## config.mk

```make
export PLATFORM = sky130hd
export DESIGN_NAME = shell_command_tokenizer_unit
export DESIGN_NICKNAME = d
export VERILOG_FILES = /design/src/design/sct_pkg.sv /design/src/design/sct_front.sv /design/src/design/sct_queue.sv /design/src/design/sct_back.sv /design/src/design/shell_command_tokenizer_unit.sv
export SDC_FILE = /design/constraint.sdc
export NUM_CORES = 1
export LEC_CHECK = 0
export BUFFER_PORTS_ARGS = -buffer_cell sky130_fd_sc_hd__buf_2
export CAP_MARGIN = 20
export CORE_UTILIZATION = 55
export DETAILED_ROUTE_END_ITERATION = 6
export PLACE_DENSITY = 0.76
export SLEW_MARGIN = 20
export SYNTH_ARGS = -nofsm -noshare
export SYNTH_HDL_FRONTEND = slang
export SYNTH_SLANG_ARGS = --single-unit
```

## constraint.sdc

```tcl
create_clock -name clk -period 3.1 [get_ports clk]
set_clock_uncertainty 0.15 [all_clocks]
set_input_delay 0.31 -clock clk [delete_from_list [all_inputs] [get_ports clk]]
set_output_delay 0.31 -clock clk [all_outputs]
set_load 0.01 [all_outputs]
```

## src/design/sct_pkg.sv

```systemverilog
// Shared types and constants for the shell command tokenizer.
// No dependencies; imported by every module of the block.
package sct_pkg;

	// Result queue depth between front and back; must be a power of two.
	localparam int QDEPTH = 4;
	localparam int QPTR_W = $clog2(QDEPTH);
	localparam int QCNT_W = $clog2(QDEPTH + 1);

	localparam logic [1:0] ERR_NONE    = 2'd0;
	localparam logic [1:0] ERR_ESCAPE  = 2'd1;
	localparam logic [1:0] ERR_UNQUOTE = 2'd2;

	// One result item as it leaves the block (run_last added by the back end).
	typedef struct packed {
		logic [7:0] ch;
		logic       valid;
		logic       tend;
		logic       lend;
		logic [1:0] err;
	} result_t;

	// All results of one input character; two marks a second result in r1.
	typedef struct packed {
		logic    two;
		result_t r0;
		result_t r1;
	} entry_t;

endpackage

```

## src/design/sct_front.sv

```systemverilog
// Front end: accepts characters, runs the lexer mode machine and packs
// each character's results into one queue entry. Depends on sct_pkg.
module sct_front (
	input  logic            clk,
	input  logic            arst_n,
	input  logic            in_valid,
	output logic            in_ready,
	input  logic [7:0]      in_char,
	input  logic            end_of_input,
	output logic            push_valid,
	input  logic            push_ready,
	output sct_pkg::entry_t push_entry
);
	import sct_pkg::*;

	localparam logic [2:0] M_IDLE    = 3'd0;
	localparam logic [2:0] M_WORD    = 3'd1;
	localparam logic [2:0] M_PIPE    = 3'd2;
	localparam logic [2:0] M_AMP     = 3'd3;
	localparam logic [2:0] M_GT      = 3'd4;
	localparam logic [2:0] M_QUOTE   = 3'd5;
	localparam logic [2:0] M_ESC     = 3'd6;
	localparam logic [2:0] M_COMMENT = 3'd7;

	localparam logic [7:0] CH_SEMI  = 8'h3B;
	localparam logic [7:0] CH_LPAR  = 8'h28;
	localparam logic [7:0] CH_RPAR  = 8'h29;
	localparam logic [7:0] CH_LT    = 8'h3C;
	localparam logic [7:0] CH_PIPE  = 8'h7C;
	localparam logic [7:0] CH_AMP   = 8'h26;
	localparam logic [7:0] CH_GT    = 8'h3E;
	localparam logic [7:0] CH_QUOTE = 8'h22;
	localparam logic [7:0] CH_BSL   = 8'h5C;
	localparam logic [7:0] CH_HASH  = 8'h23;
	localparam logic [7:0] CH_TAB   = 8'h09;
	localparam logic [7:0] CH_SPACE = 8'h20;
	localparam logic [7:0] CH_NL    = 8'h0A;

	typedef struct packed {
		logic       emit;
		result_t    res;
		logic [2:0] mode;
	} start_t;

	function automatic result_t mk(logic [7:0] ch, logic v, logic te, logic le,
		logic [1:0] err);
		result_t r;
		r.ch    = ch;
		r.valid = v;
		r.tend  = te;
		r.lend  = le;
		r.err   = err;
		return r;
	endfunction

	// First character seen while no token is open.
	function automatic start_t start_tok(logic [7:0] c);
		start_t s;
		s.emit = 1'b0;
		s.res  = mk(8'd0, 1'b0, 1'b0, 1'b0, ERR_NONE);
		s.mode = M_IDLE;
		priority if (c == CH_SEMI || c == CH_LPAR || c == CH_RPAR || c == CH_LT) begin
			s.emit = 1'b1;
			s.res  = mk(c, 1'b1, 1'b1, 1'b0, ERR_NONE);
		end else if (c == CH_PIPE) begin
			s.emit = 1'b1;
			s.res  = mk(c, 1'b1, 1'b0, 1'b0, ERR_NONE);
			s.mode = M_PIPE;
		end else if (c == CH_AMP) begin
			s.emit = 1'b1;
			s.res  = mk(c, 1'b1, 1'b0, 1'b0, ERR_NONE);
			s.mode = M_AMP;
		end else if (c == CH_GT) begin
			s.emit = 1'b1;
			s.res  = mk(c, 1'b1, 1'b0, 1'b0, ERR_NONE);
			s.mode = M_GT;
		end else if (c == CH_QUOTE) begin
			s.mode = M_QUOTE;
		end else if (c == CH_BSL) begin
			s.mode = M_ESC;
		end else if (c == CH_SPACE || c == CH_TAB) begin
			s.mode = M_IDLE;
		end else if (c == CH_HASH) begin
			s.mode = M_COMMENT;
		end else begin
			s.emit = 1'b1;
			s.res  = mk(c, 1'b1, 1'b0, 1'b0, ERR_NONE);
			s.mode = M_WORD;
		end
		return s;
	endfunction

	logic [2:0] mode_q;
	logic [2:0] mode_d;
	logic       eol;
	logic       delim;
	logic [7:0] op;
	logic       n_any;
	start_t     st;
	entry_t     e;
	logic       accept;

	assign eol   = end_of_input || (in_char == CH_NL);
	assign delim = in_char == CH_SEMI || in_char == CH_LPAR || in_char == CH_RPAR ||
		in_char == CH_LT || in_char == CH_PIPE || in_char == CH_AMP ||
		in_char == CH_GT || in_char == CH_SPACE || in_char == CH_TAB ||
		in_char == CH_HASH;
	assign op    = (mode_q == M_PIPE) ? CH_PIPE : (mode_q == M_AMP) ? CH_AMP : CH_GT;
	assign st    = start_tok(in_char);

	always_comb begin
		e      = '0;
		n_any  = 1'b0;
		mode_d = mode_q;
		unique case (mode_q)
			M_IDLE: begin
				if (eol) begin
					e.r0  = mk(8'd0, 1'b0, 1'b0, 1'b1, ERR_NONE);
					n_any = 1'b1;
				end else begin
					e.r0   = st.res;
					n_any  = st.emit;
					mode_d = st.mode;
				end
			end
			M_WORD: begin
				if (eol) begin
					e.r0   = mk(8'd0, 1'b0, 1'b1, 1'b1, ERR_NONE);
					n_any  = 1'b1;
					mode_d = M_IDLE;
				end else if (in_char == CH_QUOTE) begin
					mode_d = M_QUOTE;
				end else if (in_char == CH_BSL) begin
					mode_d = M_ESC;
				end else if (delim) begin
					e.r0   = mk(8'd0, 1'b0, 1'b1, 1'b0, ERR_NONE);
					e.r1   = st.res;
					e.two  = st.emit;
					n_any  = 1'b1;
					mode_d = st.mode;
				end else begin
					e.r0  = mk(in_char, 1'b1, 1'b0, 1'b0, ERR_NONE);
					n_any = 1'b1;
				end
			end
			M_PIPE, M_AMP, M_GT: begin
				n_any = 1'b1;
				if (eol) begin
					e.r0   = mk(8'd0, 1'b0, 1'b1, 1'b1, ERR_NONE);
					mode_d = M_IDLE;
				end else if (in_char == op) begin
					e.r0   = mk(in_char, 1'b1, 1'b1, 1'b0, ERR_NONE);
					mode_d = M_IDLE;
				end else begin
					e.r0   = mk(8'd0, 1'b0, 1'b1, 1'b0, ERR_NONE);
					e.r1   = st.res;
					e.two  = st.emit;
					mode_d = st.mode;
				end
			end
			M_QUOTE: begin
				if (eol) begin
					e.r0   = mk(8'd0, 1'b0, 1'b0, 1'b1, ERR_UNQUOTE);
					n_any  = 1'b1;
					mode_d = M_IDLE;
				end else if (in_char == CH_QUOTE) begin
					mode_d = M_WORD;
				end else begin
					e.r0  = mk(in_char, 1'b1, 1'b0, 1'b0, ERR_NONE);
					n_any = 1'b1;
				end
			end
			M_ESC: begin
				n_any = 1'b1;
				if (eol || in_char == CH_HASH) begin
					e.r0   = mk(8'd0, 1'b0, 1'b0, 1'b1, ERR_ESCAPE);
					mode_d = M_IDLE;
				end else begin
					e.r0   = mk(in_char, 1'b1, 1'b0, 1'b0, ERR_NONE);
					mode_d = M_WORD;
				end
			end
			M_COMMENT: begin
				if (eol) begin
					e.r0   = mk(8'd0, 1'b0, 1'b0, 1'b1, ERR_NONE);
					n_any  = 1'b1;
					mode_d = M_IDLE;
				end
			end
		endcase
	end

	// Silent characters are taken only when the queue has room too, so the
	// front never outruns the back by more than the queue.
	assign in_ready   = push_ready;
	assign accept     = in_valid && in_ready;
	assign push_valid = in_valid && n_any;
	assign push_entry = e;

	always_ff @(posedge clk or negedge arst_n) begin
		if (!arst_n) begin
			mode_q <= M_IDLE;
		end else if (accept) begin
			mode_q <= mode_d;
		end
	end

endmodule

```

## src/design/sct_queue.sv

```systemverilog
// Short entry queue between lexer front end and output back end.
// Flop-based FIFO of QDEPTH entries. Depends on sct_pkg.
module sct_queue (
	input  logic            clk,
	input  logic            arst_n,
	input  logic            push_valid,
	output logic            push_ready,
	input  sct_pkg::entry_t push_entry,
	output logic            pop_valid,
	input  logic            pop_ready,
	output sct_pkg::entry_t pop_entry
);
	import sct_pkg::*;

	entry_t            mem_q [QDEPTH];
	logic [QPTR_W-1:0] wr_ptr_q;
	logic [QPTR_W-1:0] rd_ptr_q;
	logic [QCNT_W-1:0] cnt_q;
	logic              do_push;
	logic              do_pop;

	assign push_ready = cnt_q != QCNT_W'(QDEPTH);
	assign pop_valid  = cnt_q != '0;
	assign pop_entry  = mem_q[rd_ptr_q];
	assign do_push    = push_valid && push_ready;
	assign do_pop     = pop_valid && pop_ready;

	always_ff @(posedge clk) begin
		if (do_push) begin
			mem_q[wr_ptr_q] <= push_entry;
		end
	end

	always_ff @(posedge clk or negedge arst_n) begin
		if (!arst_n) begin
			wr_ptr_q <= '0;
			rd_ptr_q <= '0;
			cnt_q    <= '0;
		end else begin
			if (do_push) wr_ptr_q <= wr_ptr_q + QPTR_W'(1);
			if (do_pop)  rd_ptr_q <= rd_ptr_q + QPTR_W'(1);
			if (do_push && !do_pop) begin
				cnt_q <= cnt_q + QCNT_W'(1);
			end else if (do_pop && !do_push) begin
				cnt_q <= cnt_q - QCNT_W'(1);
			end
		end
	end

endmodule

```

## src/design/sct_back.sv

```systemverilog
// Back end: unpacks queue entries into single result requests and holds
// them in the output register. Depends on sct_pkg.
module sct_back (
	input  logic            clk,
	input  logic            arst_n,
	input  logic            pop_valid,
	output logic            pop_ready,
	input  sct_pkg::entry_t pop_entry,
	output logic            out_valid,
	input  logic            out_ready,
	output logic [7:0]      out_char,
	output logic            char_valid,
	output logic            token_end,
	output logic            line_end,
	output logic [1:0]      error_code,
	output logic            run_last
);
	import sct_pkg::*;

	logic    valid_q;
	result_t res_q;
	logic    last_q;
	logic    pend_q;
	result_t second_q;
	logic    load;

	assign load      = !valid_q || out_ready;
	assign pop_ready = load && !pend_q;

	always_ff @(posedge clk or negedge arst_n) begin
		if (!arst_n) begin
			valid_q <= 1'b0;
			pend_q  <= 1'b0;
		end else if (load) begin
			if (pend_q) begin
				valid_q <= 1'b1;
				pend_q  <= 1'b0;
			end else begin
				valid_q <= pop_valid;
				pend_q  <= pop_valid && pop_entry.two;
			end
		end
	end

	always_ff @(posedge clk) begin
		if (load) begin
			if (pend_q) begin
				res_q  <= second_q;
				last_q <= 1'b1;
			end else if (pop_valid) begin
				res_q    <= pop_entry.r0;
				last_q   <= !pop_entry.two;
				second_q <= pop_entry.r1;
			end
		end
	end

	assign out_valid  = valid_q;
	assign out_char   = res_q.ch;
	assign char_valid = res_q.valid;
	assign token_end  = res_q.tend;
	assign line_end   = res_q.lend;
	assign error_code = res_q.err;
	assign run_last   = last_q;

endmodule

```

## src/design/shell_command_tokenizer_unit.sv

```systemverilog
// Shell command tokenizer: one character per request in, token results out.
// The first result of a character passes through the queue and then the output register.
// Takes one character per cycle while the queue has room; a character with two results holds the
// output for both, absorbed by the QDEPTH-entry queue behind the lexer.
// Reset (arst_n low, async): lexer idle between tokens, queue and output empty.
module shell_command_tokenizer_unit (
	input  logic       clk,
	input  logic       arst_n,
	input  logic       in_valid,
	output logic       in_ready,
	input  logic [7:0] in_char,
	input  logic       end_of_input,
	output logic       out_valid,
	input  logic       out_ready,
	output logic [7:0] out_char,
	output logic       char_valid,
	output logic       token_end,
	output logic       line_end,
	output logic [1:0] error_code,
	output logic       run_last
);
	import sct_pkg::*;

	// Front to queue: one entry per character that yields any result.
	logic   push_valid;
	logic   push_ready;
	entry_t push_entry;

	// Queue to back end.
	logic   pop_valid;
	logic   pop_ready;
	entry_t pop_entry;

	// Mode machine and classification; silent characters only move the mode.
	sct_front u_front (
		.clk         (clk),
		.arst_n      (arst_n),
		.in_valid    (in_valid),
		.in_ready    (in_ready),
		.in_char     (in_char),
		.end_of_input(end_of_input),
		.push_valid  (push_valid),
		.push_ready  (push_ready),
		.push_entry  (push_entry)
	);

	// Decouples the lexer from output stalls.
	sct_queue u_queue (
		.clk       (clk),
		.arst_n    (arst_n),
		.push_valid(push_valid),
		.push_ready(push_ready),
		.push_entry(push_entry),
		.pop_valid (pop_valid),
		.pop_ready (pop_ready),
		.pop_entry (pop_entry)
	);

	// Serializes one or two results per entry into the output register.
	sct_back u_back (
		.clk       (clk),
		.arst_n    (arst_n),
		.pop_valid (pop_valid),
		.pop_ready (pop_ready),
		.pop_entry (pop_entry),
		.out_valid (out_valid),
		.out_ready (out_ready),
		.out_char  (out_char),
		.char_valid(char_valid),
		.token_end (token_end),
		.line_end  (line_end),
		.error_code(error_code),
		.run_last  (run_last)
	);

endmodule

```

# Word level (Yosys, flattened, before mapping)
# Memories as Yosys holds them, arrays and structs flattened.
# Index checks and enable logic that the tools add are counted.
[totals]
out_inout_bits = 16
rom_bits = 0
in_bits = 13
reg_bits = 39
memories = 1
latchBits = 0
wordCells = 150
ram_bits = 108
[memory_table]
columns = ["name", "words", "word_bits", "read_ports", "rd_clocked_by_memory_dff", "write_ports", "line_no", "rtl"]
rows = [
  ["u_queue.mem_q", 4, 27, 1, 0, 1, "sct_queue.sv:15", "entry_t mem_q [QDEPTH];"],
]
[classes]
n_eq_ne = 26
magnitude_cmp = 0
addsub = 4
muxes = 66
n_div = 0
mul = 0
n_bitwise = 1
shift = 0
n_reduce_logical = 35
[op_table]
columns = ["operator", "count"]
rows = [
  ["$mux 13", 14],
  ["$pmux 13 s6", 1],
  ["$eq 8x6->1 const B", 9],
  ["$mux 14", 5],
  ["$mux 27", 2],
  ["$mux 3", 18],
  ["$mux 17", 3],
  ["$pmux 13 s2", 1],
  ["$pmux 3 s6", 1],
  ["$mux 1", 17],
  ["$eq 8x4->1 const B", 2],
  ["$eq 8x7->1 const B", 2],
  ["$logic_or 1x1->1", 13],
  ["$eq 3x3->1 const B", 4],
  ["$eq 8x8->1", 1],
  ["$logic_and 1x1->1", 8],
  ["$mux 8", 1],
  ["$eq 3x2->1 const B", 2],
  ["$logic_not 1->1", 5],
  ["$mux 5", 1],
  ["$ne 5x1->1 const B", 1],
  ["$pmux 1 s5", 1],
  ["$reduce_and 5->1", 1],
  ["$add 2x1->2 const B", 2],
  ["16 further kinds", 17],
]

# Logic depth before layout (Yosys ltp)
[logic_depth]
depth_word = 17
mapped_depth = 13

# Modules after synthesis
# A second synthesis with hierarchy kept.
[unflattened]
cells_unflattened = 400
area_unflattened_um2 = 6707.7
[modules_own_cells]
columns = ["mod", "instances", "area_per_inst_um2", "seq_area_each_um2", "cells_each"]
rows = [
  ["sct_queue", 1, 4315.4, 3418.3, 176],
  ["sct_front", 1, 1270.0, 75.1, 170],
  ["sct_back", 1, 1122.3, 860.8, 54],
]

# Worst setup path before layout
# Ideal clock, no wire load.
[synth_path]
kind = "reg-to-reg"
startpoint = "reg u_back.pend_q"
endpoint = "reg u_queue.cnt_q[1]"
path_slack_ns = 0.199
required_ns = 2.825
setup_ns = 0.125
path_stages_with_launch = 8
period_less_slack_ns = 2.901
t_arrival_ns = 2.626
path_cell_list = "dfrtp_1 clkbuf_1 nor3_1 inv_1 ha_1 inv_1 fa_1 mux2_2"
[synth_via]
elab_chain_cells = 6
elab_cells_between_ends = 8
classes_between = "1 x mux; 7 x reduce/logical"
[synth_lines]
columns = ["element", "line_no", "rtl"]
rows = [
  ["start: declaration", "sct_back.sv:23", "logic pend_q;"],
  ["start signal: assignment", "sct_back.sv:40", "pend_q <= pop_valid && pop_entry.two;"],
  ["$logic_not 1->1 (*)", "sct_back.sv:28", "assign pop_ready = load && !pend_q;"],
  ["$logic_and 1x1->1 (*)", "sct_back.sv:28", ""],
  ["$logic_and 1x1->1 (*)", "sct_queue.sv:26", "assign do_pop = pop_valid && pop_ready;"],
  ["named net u_queue.do_pop", "sct_queue.sv:20", "logic do_pop;"],
  ["$logic_not 1->1", "sct_queue.sv:42", "if (do_push && !do_pop) begin"],
  ["$logic_and 1x1->1", "sct_queue.sv:42", ""],
  ["$mux 3 or $reduce_bool 2->1 (tied branches)", "--", ""],
  ["end signal: assignment", "sct_queue.sv:43", "cnt_q <= cnt_q + QCNT_W'(1);"],
  ["end signal: assignment", "sct_queue.sv:45", "cnt_q <= cnt_q - QCNT_W'(1);"],
  ["end: declaration", "sct_queue.sv:18", "logic [QCNT_W-1:0] cnt_q;"],
]
# Mark *: on every way through the listed nets, which the timed path passes. The rest lies on a longest branch.
# A chain may end at the register's enable or synchronous reset.

==> run summary <==
DRC Markers: 0
Post-synth EDFFs: 116
core area: 10,280 sq um
Main synth FF type: edfxtp_1
TritonCTS Buffers: 17
Mapped Area: 5809 sq um
GP Congestion: 0.9573
CTS clock-pin slew for the worst setup and hold paths: 0.06 ns
syn avg cell area: 15.74 sq um
max incr delay on CP: 0.63 ns
VDD IR max: 0.4668 mV
Port Buf Inserts: 28
outcome: finished, final reports clean
Crit Path Category: reg2reg
diodes inserted: 0
worst-path fanout max: 14
met2 Use GR: 0.3647
via count: 3,450
Post-Layout Cell Count: 570
Synth cell types: 63
Inst Count DP: 536
setup_tns: 0 ns
H-tree lvl count: 4
worst-margin pin slew: 0.7378 ns
syn_nets: 388
total iterations of the first detailed-routing run: 5
vias per inst: 6.053
share of the synthesized area in the top cell type: 0.5996
flop-to-flop setup slack: 0.45 ns
RSZ-0062 raised after global routing: false
pin count of the biggest net entering global routing: 26
RR Endpoint: u_queue.mem_q[3][12]$_DFFE_PP_
Die Y: 104.8 um
Final WS setup: 0.4492 ns
CP required: 3.18 ns
met3 usage: 0.06550
Max-cap violations: 0
fin nets: 440
top post-synthesis cells by area: edfxtp_1 (60%), mux4_2 (8.9%), dfrtp_1 (5.2%)
worst hold path type: in2async
I/O Pins: 29
vias in the first global route: 3,341
Syn Inst Count: 369
gr ovfl total: 0
# resized after CTS: 0
post-synth top area cell: edfxtp_1
worst slack at placement: 0.09912 ns
flop and latch count out of synthesis: 128
Yosys warnings: 0
M1 GR Usage: 0.3156
Die W: 104.8 um
leak pwr: 2.413 nW
initial antenna violation count: 0
CP Capture Type: flip-flop
die area: 10,980 sq um
clock tree from TritonCTS: yes
Synth async-reset ratio: 0.09375
worst relative slew slack: 0.5051
hold_ws: 0.07481 ns
Detail Route Antenna Nets: 0
Pwr per Cell Area: 918.6 nW/um^2
slowest CP cell: dfrtp_1
Pins Over Slew Limit: 0
Routed WL: 11,760 um
DRT iter0 DRCs: 283
cells along the critical path: nor4b_1 > a32oi_1 > nor3_2 > nor2b_1 > a31o_2 > and3b_1
Detail Placement HPWL: 7665 um
initial core utilization: 0.5653
GRT Util Overall: 0.2316
Root Buffer: clkbuf_8
CTS sink count: 128
clk_lat worst skew: 0.51 ns
most frequent cells in the layout: edfxtp_1 (116), buf_2 (28), buf_4 (24)
Max Clk Rate: 377.2 MHz
Syn-to-layout area delta: 16.07%
Setup Viol. Count Final: 0
Hold Violations, Final: 0
Final Critical Period: 2.651 ns
Rows: 37
Crit Reg-Reg Startpoint: u_front.mode_q[1]$_DFFE_PN0P_
Max Root-Sink Buffers: 2
CP Launch Type: flip-flop
WL/cell: 20.63 um
register area share after synthesis: 0.6513
Critical Path AT: 2.73 ns
first-pass GRT wire length: 18,620 um
final period utilization: 0.8551
share of layout cells above drive strength 1: 0.2857
commonest non-fill, non-tap cell in the layout: edfxtp_1
reg2reg path depth: 6
global route hottest layer: met2
final core occ: 0.6561
-- cells in the mapped netlist, types with 2 or more instances --
cell / number
o21ai_0: 9
nor3b_1: 3
clkbuf_1: 7
xnor2_1: 4
mux4_2: 23
xor2_1: 4
nand2_1: 17
ha_1: 5
a22o_1: 2
edfxtp_1: 116
nor2b_1: 13
dfrtp_1: 12
a31o_1: 2
buf_2: 11
nand4_1: 6
o41ai_1: 2
o211ai_2: 2
a21boi_1: 5
and3_1: 9
a21o_1: 2
a31oi_1: 3
inv_1: 8
mux2i_1: 2
a21oi_1: 8
o32ai_1: 2
a211oi_1: 5
nand2b_1: 6
nor4b_4: 2
and3b_1: 4
nor3_1: 4
and2_1: 8
a32oi_1: 2
o21bai_1: 2
nand3_1: 9
mux2_2: 11
nor2_1: 12
-- critical path, delay by kind of cell (launching register included) --
kind             cells  cell delay (ns)
AO/OA/AOI/OAI        2             0.43
flip-flops           1             0.63
AND/OR/NAND/NOR      4             1.17
-- routing by layer --
metal	part of all wire	wire length (um)	vias to the layer above
li1	-	-	1564
met1	0.45	5253	1736
met2	0.49	5742	132
met3	0.050	592	18
met4	0.014	168	0
met5	0	0	-
-- cell type report --
| class | count | area [sq um] |
|---|---|---|
| sequential | 128 | 3784 |
| multi-input combinational | 212 | 1897 |
| clock inverter | 11 | 92.59 |
| inverter | 8 | 30.03 |
| tap | 136 | 170.2 |
| timing repair buffer | 54 | 340.3 |
| clock buffer | 21 | 429.2 |
| fill | 729 | 3535 |
-- through the flow --
step / total power [mW] / cell area (sq um)
after global placement: 4.420 / 6201
after floorplan: 3.945 / 5809
final: 6.194 / 6743
after CTS: 6.256 / 6743
after detailed placement: 4.496 / 6201
after global routing: 6.494 / 6743
-- where the power goes --
| part | internal [mW] | leakage (nW) | switching, mW |
|---|---|---|---|
| clock | 1.05 | 0.247 | 0.677 |
| sequential | 2.53 | 1.22 | 0.184 |
| combinational | 0.810 | 0.950 | 0.939 |
-- state kept, by name (all words and copies together), names as in the netlist --
name,cells
u_back.pend_q,1
u_back.char_valid,1
u_front.mode_q,3
u_queue.mem_q,92
u_back.line_end,1
u_back.out_valid,1
u_back.token_end,1
u_back.second_q,10
u_back.error_code,2
u_back.run_last,1
u_back.out_char,8
u_queue.cnt_q,3
u_queue.rd_ptr_q,2
u_queue.wr_ptr_q,2
-- timing repair --
| action | 4_1_cts | 5_1_grt |
|---|---|---|
| endpoints found under the hold margin | 13 | 0 |
| hold buffers | 2 | 0 |
| buffers inserted | 0 | 0 |
-- cell families (layout without fill, tap and decap cells) --
kind of cell / Yosys count / in the layout / share of synthesized area
and+or+nand+nor: 104 / 104 / 0.1088
xor gates and xnor gates: 8 / 8 / 0.01206
DFF: 128 / 128 / 0.6513
adders and majority gates: 6 / 6 / 0.01422
muxes: 37 / 37 / 0.1165
buffers and inverters: 29 / 94 / 0.02305
AOI/OAI and AO/OA: 57 / 57 / 0.07409
-- worst max path at each step --
stage / from / endpoint / slack, ns
floorplan: u_back.pend_q$_DFFE_PN0N_ / u_queue.cnt_q[1]$_DFFE_PN0P_ / 0.20
finish: u_front.mode_q[1]$_DFFE_PN0P_ / u_queue.mem_q[3][12]$_DFFE_PP_ / 0.45
detailed placement: in_char[0] / u_queue.cnt_q[2]$_DFFE_PN0P_ / 0.1
global route: u_front.mode_q[0]$_DFFE_PN0P_ / u_queue.cnt_q[2]$_DFFE_PN0P_ / 0.28
CTS: u_queue.cnt_q[2]$_DFFE_PN0P_ / u_queue.cnt_q[2]$_DFFE_PN0P_ / 0.47
global placement: in_char[0] / u_queue.cnt_q[1]$_DFFE_PN0P_ / 0.18
No activity file was read; power rests on OpenSTA's default activity.
